**src/gig_pkg.sv**
```systemverilog
// shared constants and types for the gaussian integer gcd block
`timescale 1ns / 1ps
`default_nettype none
package gig_pkg;
  localparam int DataWidthDef = 31;
  localparam int RoundCapDef  = 128;
  localparam int RoundBits    = 8;
  localparam int AccWidth     = 64;

  // multiply-accumulate operations of the shared unit
  typedef enum logic [1:0] {
    MAC_LOAD = 2'd0,
    MAC_ADD  = 2'd1,
    MAC_SUB  = 2'd2
  } mac_op_t;

  // request to the shared multiply-accumulate unit
  typedef struct packed {
    logic    en;
    mac_op_t op;
  } mac_ctl_t;
endpackage
`default_nettype wire

```
**src/gaussian_integer_gcd.sv**
```systemverilog
// top level: sequencer around one multiply-accumulate unit and one divider
//
// Computes a greatest common divisor of two Gaussian integers by Euclidean
// rounds: q = round(a*conj(b)/N(b)) per part (halves away from zero), then
// (a, b) <= (b, a - q*b) until N(b) is zero. The result is any associate.
// One item at a time: in_ready is high only while idle. Each round computes
// the norm, then two quotient passes (two products, then a 64-step bit-serial
// divide plus its start and finish) and the two remainder parts; at most 128
// rounds run per item, and the result then waits for out_ready.
`timescale 1ns / 1ps
`default_nettype none
module gaussian_integer_gcd
  import gig_pkg::*;
#(
  parameter int DATA_WIDTH = DataWidthDef
) (
  input  wire logic                         clk,
  input  wire logic                         rst_n,
  input  wire logic                         in_valid,
  output logic                              in_ready,
  input  wire logic signed [DATA_WIDTH-1:0] in_first_re,
  input  wire logic signed [DATA_WIDTH-1:0] in_first_im,
  input  wire logic signed [DATA_WIDTH-1:0] in_second_re,
  input  wire logic signed [DATA_WIDTH-1:0] in_second_im,
  output logic                              out_valid,
  input  wire logic                         out_ready,
  output logic signed [DATA_WIDTH-1:0]      out_gcd_re,
  output logic signed [DATA_WIDTH-1:0]      out_gcd_im
);
  // operands and quotient parts stay within DATA_WIDTH+2 bits
  localparam int OpW = DATA_WIDTH + 2;

  typedef enum logic [10:0] {
    S_IDLE = 11'b00000000001,
    S_NB0  = 11'b00000000010,
    S_NB1  = 11'b00000000100,
    S_NCHK = 11'b00000001000,
    S_NUM  = 11'b00000010000,
    S_DIV  = 11'b00000100000,
    S_R0   = 11'b00001000000,
    S_R1   = 11'b00010000000,
    S_RSAV = 11'b00100000000,
    S_OUT  = 11'b01000000000,
    S_WAIT = 11'b10000000000
  } state_t;

  state_t state_r, state_nxt;
  logic signed [OpW-1:0] ar_r, ai_r, br_r, bi_r, qr_r, qi_r;
  logic signed [AccWidth-1:0] nb_r;
  logic [1:0] step_r, step_nxt;   // sub-step within a multi-cycle state
  logic part_r, part_nxt;         // 0: real part, 1: imaginary part
  logic [RoundBits-1:0] round_r, round_nxt;
  logic neg_r;
  logic signed [DATA_WIDTH-1:0] ore_r, oim_r;
  logic ovalid_r;

  mac_ctl_t mac_ctl;
  logic signed [OpW-1:0] mac_a, mac_b;
  logic signed [AccWidth-1:0] acc;
  logic div_start;
  logic div_done;
  logic [AccWidth-1:0] dnum, quo;
  logic signed [AccWidth-1:0] qsig;

  gig_mac #(.OpWidth(OpW)) u_mac (
    .clk(clk), .ctl(mac_ctl), .op_a(mac_a), .op_b(mac_b), .acc(acc)
  );

  gig_div u_div (
    .clk(clk), .rst_n(rst_n), .start(div_start), .num(dnum), .den(nb_r),
    .done(div_done), .quo(quo)
  );

  // magnitude plus truncated half divisor feeds the divider
  always_comb begin
    if (acc < 0) dnum = AccWidth'(-acc) + AccWidth'(nb_r >>> 1);
    else         dnum = AccWidth'(acc) + AccWidth'(nb_r >>> 1);
    qsig = neg_r ? -$signed(quo) : $signed(quo);
  end

  // operand selection of the shared multiplier per state and sub-step
  always_comb begin
    mac_ctl = '{en: 1'b0, op: MAC_LOAD};
    mac_a   = br_r;
    mac_b   = br_r;
    case (state_r)
      S_NB0: begin
        mac_ctl = '{en: 1'b1, op: MAC_LOAD};
      end
      S_NB1: begin
        mac_ctl = '{en: 1'b1, op: MAC_ADD};
        mac_a = bi_r; mac_b = bi_r;
      end
      S_NUM: begin
        // re: ar*br + ai*bi, im: ai*br - ar*bi
        mac_ctl.en = 1'b1;
        if (step_r == 2'd0) begin
          mac_ctl.op = MAC_LOAD;
          mac_a = part_r ? ai_r : ar_r; mac_b = br_r;
        end else begin
          mac_ctl.op = part_r ? MAC_SUB : MAC_ADD;
          mac_a = part_r ? ar_r : ai_r; mac_b = bi_r;
        end
      end
      S_R0: begin
        // re: ar - qr*br + qi*bi, im: ai - qi*br - qr*bi
        mac_ctl.en = 1'b1;
        if (step_r == 2'd0) begin
          mac_ctl.op = MAC_LOAD;
          mac_a = part_r ? ai_r : ar_r; mac_b = OpW'(1);
        end else if (step_r == 2'd1) begin
          mac_ctl.op = MAC_SUB;
          mac_a = part_r ? qi_r : qr_r; mac_b = br_r;
        end else begin
          mac_ctl.op = part_r ? MAC_SUB : MAC_ADD;
          mac_a = part_r ? qr_r : qi_r; mac_b = bi_r;
        end
      end
      default: ;
    endcase
  end

  // round sequencer
  always_comb begin
    state_nxt = state_r;
    step_nxt  = step_r;
    part_nxt  = part_r;
    round_nxt = round_r;
    div_start = 1'b0;
    case (state_r)
      S_IDLE: if (in_valid) state_nxt = S_NB0;
      S_NB0:  state_nxt = S_NB1;
      S_NB1:  state_nxt = S_NCHK;
      S_NCHK: begin
        // the fresh norm is in the accumulator this cycle
        step_nxt = 2'd0;
        part_nxt = 1'b0;
        if (acc == 0 || round_r == RoundBits'(RoundCapDef)) state_nxt = S_OUT;
        else state_nxt = S_NUM;
      end
      S_NUM: begin
        if (step_r == 2'd0) step_nxt = 2'd1;
        else begin
          step_nxt = 2'd2;
          state_nxt = S_DIV;
        end
      end
      S_DIV: begin
        if (step_r == 2'd2) begin
          div_start = 1'b1;
          step_nxt = 2'd0;
        end else if (div_done) begin
          if (part_r) begin
            part_nxt = 1'b0;
            state_nxt = S_R0;
          end else begin
            part_nxt = 1'b1;
            state_nxt = S_NUM;
          end
        end
      end
      S_R0: begin
        if (step_r == 2'd2) begin
          step_nxt = 2'd0;
          state_nxt = S_R1;
        end else step_nxt = step_r + 2'd1;
      end
      S_R1:   state_nxt = S_RSAV;
      S_RSAV: begin
        if (part_r) begin
          part_nxt  = 1'b0;
          round_nxt = round_r + 1'b1;
          state_nxt = S_NB0;
        end else begin
          part_nxt  = 1'b1;
          state_nxt = S_R0;
        end
      end
      S_OUT:  state_nxt = S_WAIT;
      S_WAIT: if (out_ready) state_nxt = S_IDLE;
      default: state_nxt = S_IDLE;
    endcase
  end

  always_ff @(posedge clk) begin
    if (!rst_n) begin
      state_r  <= S_IDLE;
      step_r   <= '0;
      part_r   <= 1'b0;
      round_r  <= '0;
      ovalid_r <= 1'b0;
    end else begin
      state_r  <= state_nxt;
      step_r   <= step_nxt;
      part_r   <= part_nxt;
      round_r  <= (state_r == S_IDLE) ? '0 : round_nxt;
      if (state_r == S_OUT) ovalid_r <= 1'b1;
      else if (out_ready) ovalid_r <= 1'b0;
    end
  end

  // datapath registers; the real part of the remainder waits in rr_r
  // until the imaginary part is done, then both operands shift over
  logic signed [OpW-1:0] rr_r;
  always_ff @(posedge clk) begin
    if (state_r == S_IDLE && in_valid) begin
      ar_r <= OpW'(in_first_re);
      ai_r <= OpW'(in_first_im);
      br_r <= OpW'(in_second_re);
      bi_r <= OpW'(in_second_im);
    end
    if (state_r == S_NCHK) nb_r <= acc;
    if (state_r == S_DIV && step_r == 2'd2) neg_r <= acc[AccWidth-1];
    if (state_r == S_DIV && div_done) begin
      if (part_r) qi_r <= OpW'(qsig);
      else        qr_r <= OpW'(qsig);
    end
    if (state_r == S_RSAV) begin
      if (!part_r) rr_r <= OpW'(acc);
      else begin
        ar_r <= br_r;
        ai_r <= bi_r;
        br_r <= rr_r;
        bi_r <= OpW'(acc);
      end
    end
    if (state_r == S_OUT) begin
      ore_r <= DATA_WIDTH'(ar_r);
      oim_r <= DATA_WIDTH'(ai_r);
    end
  end

  // handshake outputs
  assign in_ready   = (state_r == S_IDLE);
  assign out_valid  = ovalid_r;
  assign out_gcd_re = ore_r;
  assign out_gcd_im = oim_r;

  // sequencer checks
  a_onehot: assert property (@(posedge clk) disable iff (!rst_n) $onehot(state_r))
    else $error("state not one-hot");
  a_out_hold: assert property (@(posedge clk) disable iff (!rst_n)
    out_valid && !out_ready |=> out_valid && $stable(out_gcd_re))
    else $error("result dropped");
  a_busy: assert property (@(posedge clk) disable iff (!rst_n)
    out_valid |-> !in_ready)
    else $error("accepting while result pending");
  a_start: assert property (@(posedge clk) disable iff (!rst_n)
    div_start |-> state_r == S_DIV)
    else $error("divider started outside divide state");
endmodule
`default_nettype wire

```
**src/gig_mac.sv**
```systemverilog
// shared signed multiplier with combinational product and registered accumulator
`timescale 1ns / 1ps
`default_nettype none
module gig_mac
  import gig_pkg::*;
#(
  parameter int OpWidth = 33
) (
  input  wire logic                       clk,
  input  wire mac_ctl_t                   ctl,
  input  wire logic signed [OpWidth-1:0]  op_a,
  input  wire logic signed [OpWidth-1:0]  op_b,
  output logic signed [AccWidth-1:0]      acc
);
  logic signed [AccWidth-1:0] prod;
  logic signed [AccWidth-1:0] acc_r;
  logic signed [AccWidth-1:0] acc_nxt;

  // one product per cycle while ctl.en is set, folded into the accumulator
  always_comb begin
    prod = AccWidth'(op_a * op_b);
    case (ctl.op)
      MAC_LOAD: acc_nxt = prod;
      MAC_ADD:  acc_nxt = acc_r + prod;
      MAC_SUB:  acc_nxt = acc_r - prod;
      default:  acc_nxt = acc_r;
    endcase
  end

  always_ff @(posedge clk) begin
    if (ctl.en) acc_r <= acc_nxt;
  end

  assign acc = acc_r;
endmodule
`default_nettype wire

```
**src/gig_div.sv**
```systemverilog
// restoring divider, one quotient bit per cycle, unsigned
`timescale 1ns / 1ps
`default_nettype none
module gig_div
  import gig_pkg::*;
(
  input  wire logic                clk,
  input  wire logic                rst_n,
  input  wire logic                start,
  input  wire logic [AccWidth-1:0] num,
  input  wire logic [AccWidth-1:0] den,
  output logic                     done,
  output logic [AccWidth-1:0]      quo
);
  localparam int CntBits = $clog2(AccWidth + 1);
  logic [AccWidth-1:0] q_r, q_nxt;
  logic [AccWidth:0]   rem_r, rem_nxt;
  logic [AccWidth-1:0] den_r;
  logic [CntBits-1:0]  cnt_r, cnt_nxt;
  logic                busy_r, busy_nxt;
  logic                done_r, done_nxt;
  logic [AccWidth:0]   trial;

  // shift one numerator bit in, subtract when it fits
  always_comb begin
    q_nxt    = q_r;
    rem_nxt  = rem_r;
    cnt_nxt  = cnt_r;
    busy_nxt = busy_r;
    done_nxt = 1'b0;
    trial    = {rem_r[AccWidth-1:0], q_r[AccWidth-1]};
    if (start) begin
      q_nxt    = num;
      rem_nxt  = '0;
      cnt_nxt  = CntBits'(AccWidth);
      busy_nxt = 1'b1;
    end else if (busy_r) begin
      if (trial >= {1'b0, den_r}) begin
        rem_nxt = trial - {1'b0, den_r};
        q_nxt   = {q_r[AccWidth-2:0], 1'b1};
      end else begin
        rem_nxt = trial;
        q_nxt   = {q_r[AccWidth-2:0], 1'b0};
      end
      cnt_nxt = cnt_r - 1'b1;
      if (cnt_r == CntBits'(1)) begin
        busy_nxt = 1'b0;
        done_nxt = 1'b1;
      end
    end
  end

  always_ff @(posedge clk) begin
    if (!rst_n) begin
      busy_r <= 1'b0;
      done_r <= 1'b0;
      cnt_r  <= '0;
    end else begin
      busy_r <= busy_nxt;
      done_r <= done_nxt;
      cnt_r  <= cnt_nxt;
    end
  end

  always_ff @(posedge clk) begin
    q_r   <= q_nxt;
    rem_r <= rem_nxt;
    if (start) den_r <= den;
  end

  assign done = done_r;
  assign quo  = q_r;
endmodule
`default_nettype wire
```
**config.mk**
```make
export PLATFORM = sky130hd
export DESIGN_NAME = gaussian_integer_gcd
export DESIGN_NICKNAME = d
export VERILOG_FILES = /design/src/gig_pkg.sv /design/src/gaussian_integer_gcd.sv /design/src/gig_mac.sv /design/src/gig_div.sv
export SDC_FILE = /design/constraint.sdc
export NUM_CORES = 2
export LEC_CHECK = 0
export ABC_AREA = 1
export BUFFER_PORTS_ARGS = -buffer_cell sky130_fd_sc_hd__buf_2
export CORE_MARGIN = 2
export CORE_UTILIZATION = 45
export CTS_CLUSTER_SIZE = 14
export DETAILED_ROUTE_END_ITERATION = 6
export GPL_TIMING_DRIVEN = 0
export PLACE_DENSITY = 0.6
export SYNTH_ARGS = -nofsm -noshare
export SYNTH_HDL_FRONTEND = slang
export SYNTH_SLANG_ARGS = --single-unit
```
**constraint.sdc**
```tcl
create_clock -name clk -period 10.45 [get_ports clk]
set_input_delay 1.5675 -clock clk [delete_from_list [all_inputs] [get_ports clk]]
set_output_delay 1.5675 -clock clk [all_outputs]
set_load 0.005 [all_outputs]
```
# Word level (Yosys, flattened, before mapping)
# Cells that the tools add are included.
# word_totals
ff_bits,646
output_inout_bits,64
wordCells,151
# classes
add_sub_neg,10
multipliers,1
magnitude_cmp,2
n_eq_ne,24
n_mux,64
n_bitwise,3
reduce_logical,23
# ops
op,n
two-way mux 33 bit,23
two-way mux 64 bit,4
case mux 33 bit (3 select lines),2
case mux 64 bit (3 select lines),1
adder 64 x 63 -> 64 bit,2
subtractor 64 bit,2
case mux 11 bit (11 select lines),1
two-way mux 11 bit,6
greater-or-equal comparator 65 x 64 -> 1 bit,1
adder 64 bit,1
zero test 64 bit,1
"less-than comparator 64 x 1 -> 1 bit, second input constant",1
multiplier 33 x 33 -> 64 bit,1
negator 64 bit,1
negator 33 bit,1
two-way mux 7 bit,4
two-way mux 2 bit,7
two-way mux 1 bit,12
"!= test 2 bit, second input constant",6
case mux 3 bit (4 select lines),1
AND reduction 2 bit,6
"equality test 11 x 1 -> 1 bit, second input constant",1
"equality test 11 x 10 -> 1 bit, second input constant",1
"equality test 11 bit, second input constant",1
30 further kinds,40

# Logic depth before layout (Yosys ltp)
# logic_depth
word_depth,7
ltp_mapped,68

# By module
# A second synthesis with hierarchy kept.
# hier_totals
cells_unflattened,12591
hier_area_um2,88977.8
# by_module_without_submodules
mod,instances,cells_each,area_per_inst_um2
gig_mac,1,6751,49703.9
gaussian_integer_gcd,1,3699,25160.4
gig_div,1,2141,14113.5

# Worst setup path after synthesis
# OpenSTA, ideal clock, no wires.
# synth_path
path_kind,register -> register
from,reg state_r[0]
to,"reg u_mac.acc_r[56], in the netlist u_mac.acc[56], data pin"
setup_time_ns,0.268
arrival_ns,10.518
required_time_ns,10.182
setup_slack_ns,-0.336
path_stages_with_launch,52
path_buffers,1
path_cell_list,dfxtp_1 nor2_2 nand2_2 nor2_1 nand2_1 nor2_1 inv_2 o21ai_2 inv_1 o21ai_0 a211oi_1 nor2_1 inv_1 buf_2 nor2_1 fa_1 fa_1 fa_1 [16 not listed] nand2_1 nor2_1 nand2_1 nor4_1 nand4_1 xor2_1 nand2_1 o21ai_1 ha_1 nand2_1 nor2_1 nand2_1 inv_1 a221oi_1 o311ai_0 or2_2 nand3_1 o21ai_0
# synth_between
elab_chain_len,5
elab_cells_between_ends,14
# synth_rtl
item,line,source
"start, declared",gaussian_integer_gcd.sv:47,"state_t state_r, state_nxt;"
"start signal, assigned",gaussian_integer_gcd.sv:193,state_r <= state_nxt;
equality test 11 x 7 -> 1 bit (tied with other cells),gaussian_integer_gcd.sv:86,case (state_r)
case mux 33 bit (3 select lines),gaussian_integer_gcd.sv:86,
multiplier 33 x 33 -> 64 bit,gig_mac.sv:21,prod = AccWidth'(op_a * op_b);
subtractor 64 bit or adder 64 bit (tied branches),"gig_mac.sv:25, gig_mac.sv:24",
case mux 64 bit (3 select lines) (*),gig_mac.sv:22,case (ctl.op)
via u_mac.acc_nxt[56],gig_mac.sv:17,logic signed [AccWidth-1:0] acc_nxt;
"end signal, assigned",gig_mac.sv:31,if (ctl.en) acc_r <= acc_nxt;
"end, declared",gig_mac.sv:16,logic signed [AccWidth-1:0] acc_r;
# The timed path passes the listed nets; every way through them passes the cells marked *.
# A chain may end at the register's enable or synchronous reset.

# Final worst setup path
# layout_path
from,reg state_r[0]
to,"reg u_mac.acc_r[61], in the netlist u_mac.acc[61], data pin"
# Same word-level chain as after synthesis.

==> qor.yml <==
r2r-start: "state_r[0]$_SDFFE_PN1P_"
hold_violations: 0
max-slew-margin-rel_pct: 24.3
drive_above_1_share_pct: 18.7
antenna_found_initial: 18
port_buffers: 190
critPathMaxStageDelay_ns: 0.62
overflow: 0
clock_latency_ns: 0.72
synthAdderAreaFrac_pct: 33.5
fp.dieW_um: 433
crit_end: "u_mac.acc[61]$_DFFE_PP_"
drt_iter0_drc: 8029
rsz0062_at_grt: "true"
cpMostUsedCell: "nor2_4"
die-area_um2: 187000
setup_viol: 41
firstDrtPassIters: 7
syn_avg_cell_area_um2: 7.65
yosysSeqAreaShare_pct: 20.7
fp.dieH_um: 433
vias_per_cell: 5.63
initial_core_util_pct: 45.2
ys_types: 73
synth_top_area_share_pct: 27.3
instances_no_fill: 14043
synth-edff-count: 418
h-tree-depth: 3
skew_ns: 0.0412
grtUsageTotal_pct: 40.2
io_pins: 192
synth_top_family_by_area: "adder cells"
rows: 157
worst_pin_slew_ns: 1.13
synth_seq_cells: 646
holdBufCountCts: 0
clk_pin_slew_ns: 0.06
cts_tree: "done"
cap_violations: 0
grt_max_degree: 66
cts_buffer_depth: 3
layout_setup_ws_ns: -1.47
syn2layout_area_growth_pct: 22.5
synthTopCellsByCount: "2656 x nand2_1, 2036 x inv_1, 1257 x nor2_1, 1128 x fa_1, 439 x o21ai_0"
reg2reg_depth: 56
synth_mux_area_share_pct: 0.0121
ys_warn_count: 0
postRouteAntennaNets: 0
hp-class: "register to register"
route.detailed.drc: 4
crit_required_ns: 10.86
root_buffer: "clkbuf_16"
synth_compound_area_share_pct: 9.13
slew_viol_final: 0
synth_area_um2: 82600
yosys-top-cells-area: "fa_1 27%, edfxtp_1 15%, nand2_1 12%, inv_1 9.2%, ha_1 6.2%"
fmax_ghz: 0.0839
synth.most_common_cell: "nand2_1"
cts_buffers: 79
cp-end-kind: "register"
fin_nets: 13175
fin_hold_ws_ns: 0.424
hpwl_mm: 312
fin_crit_sh_pct: 114
r2r-end: "u_mac.acc[61]$_DFFE_PP_"
status: "finished, violations left"
synthXorXnorAreaFrac_pct: 3.30
worst_hold_path.num_cells: 0
synth_top_area_cell: "fa_1"
fin_crit_ns: 11.92
grt_pass1_vias: 77583
crit_start: "state_r[0]$_SDFFE_PN1P_"
arrival_ns: 12.33
synth-simple-area-share_pct: 22.1
async_flop_share_pct: 0
wl_per_cell_um: 27.1
violations: "DRC, setup timing"
cp-start-kind: "register"
grt_pass1_wl_mm: 539
dp_cells: 13480
vias: 79090
critical_path.slowest_cell: "fa_2"
wirelength_mm: 380
syn_nets: 12473
gp_congestion: 1.04
core_region_area_um2: 183000
crit_type: "register to register"
syn_inst: 10806
r2r_slack_ns: -1.47
synth_flop_cell: "edfxtp_1"
cts.sinks: 646
path_max_fanout: 7
## worst min path at each step
stage / start / end
CTS: nb_r[0]$_DFFE_PP_ / u_div.den_r[0]$_DFFE_PP_
detailed placement: nb_r[0]$_DFFE_PP_ / u_div.den_r[0]$_DFFE_PP_
floorplan: nb_r[0]$_DFFE_PP_ / u_div.den_r[0]$_DFFE_PP_
finish: nb_r[0]$_DFFE_PP_ / u_div.den_r[0]$_DFFE_PP_
global route: nb_r[0]$_DFFE_PP_ / u_div.den_r[0]$_DFFE_PP_
global placement: nb_r[0]$_DFFE_PP_ / u_div.den_r[0]$_DFFE_PP_
## cell families after synthesis
family,after synthesis
fa+ha+maj,1539
compound gates,1330
xor+xnor,308
mux,1
buf+inv,2443
simple gates,4539
flops,646
## per-layer routing
metal,vias to the layer above,part of all wire [%],GRT usage (%)
li1,34864,-,-
met1,39263,39,52.8
met2,4056,44,61.1
met3,897,9.7,8.41
met4,10,7.4,24.0
met5,-,0.017,0
## repair_timing
item	4_1_cts	5_1_grt
hold endpoints to repair	0	0
cloned	4	0
setup endpoints to repair	55	50
buffers inserted	283	127
resized for setup	1405	619
pin swaps	267	222
## cell type report
type	count	area, um2
multi-input cells	7718	62400
clock buffers	98	2140
well taps	2464	3080
inverters	2099	8090
repair buffers	623	5010
plain buffers	341	2730
diodes	8	20.0
clock inverters	46	566
fillers	17503	81700
flip-flops and latches	646	17100
## stage by stage
step | setup WS [ns] | utilization, % | TNS, ns | instance area [um2]
floorplan | -0.00279 | - | -0.00279 | 82800
global placement | -5.09 | 47.5 | -184.44 | 86800
detailed placement | -4.84 | 47.7 | -180.54 | 87300
CTS | -1.36 | 53.5 | -37.40 | 97900
global route | -1.75 | 55.3 | -52.21 | 101000
finish | -1.47 | 55.3 | -40.65 | 101000
## flip-flops by register name (all words and copies together), names as in the netlist, 2 cells and up
register     count
round_r          8
qr_r            33
out_gcd_re      31
rr_r            33
nb_r            64
bi_r            33
u_div.den_r     64
ai_r            33
u_div.rem_r     64
u_div.quo       64
state_r         11
u_mac.acc       64
ar_r            33
step_r           2
qi_r            33
br_r            33
u_div.cnt_r      7
out_gcd_im      31
## placed cells by master (no fill, tap or decap), types with 69 or more instances in the layout
cell       count
nand2_1     2431
inv_1       1944
nor2_1      1062
fa_1        1059
edfxtp_1     418
buf_4        370
o21ai_0      356
ha_1         328
a21oi_1      320
nand3_1      256
buf_2        219
dfxtp_1      217
nand2_2      167
xor2_1       159
a31oi_1      151
clkbuf_1     138
nor2_4       121
xnor2_1      109
nor2_2       106
inv_2         98
clkbuf_16     93
o211ai_1      79
o21ai_1       75
a21oi_2       72
fa_2          69
## worst max-delay path, delay by kind of cell, from the launching register on
kind	cells	cell delay, ns
compound gates	3	0.47
buf+inv	14	1.80
simple gates	27	3.73
xor+xnor	2	0.42
fa+ha+maj	10	4.79
flops	1	0.36
Power is left out: the tool's default activity adds up to more than one toggle a clock period on the data nets, which glitch-free logic cannot reach.
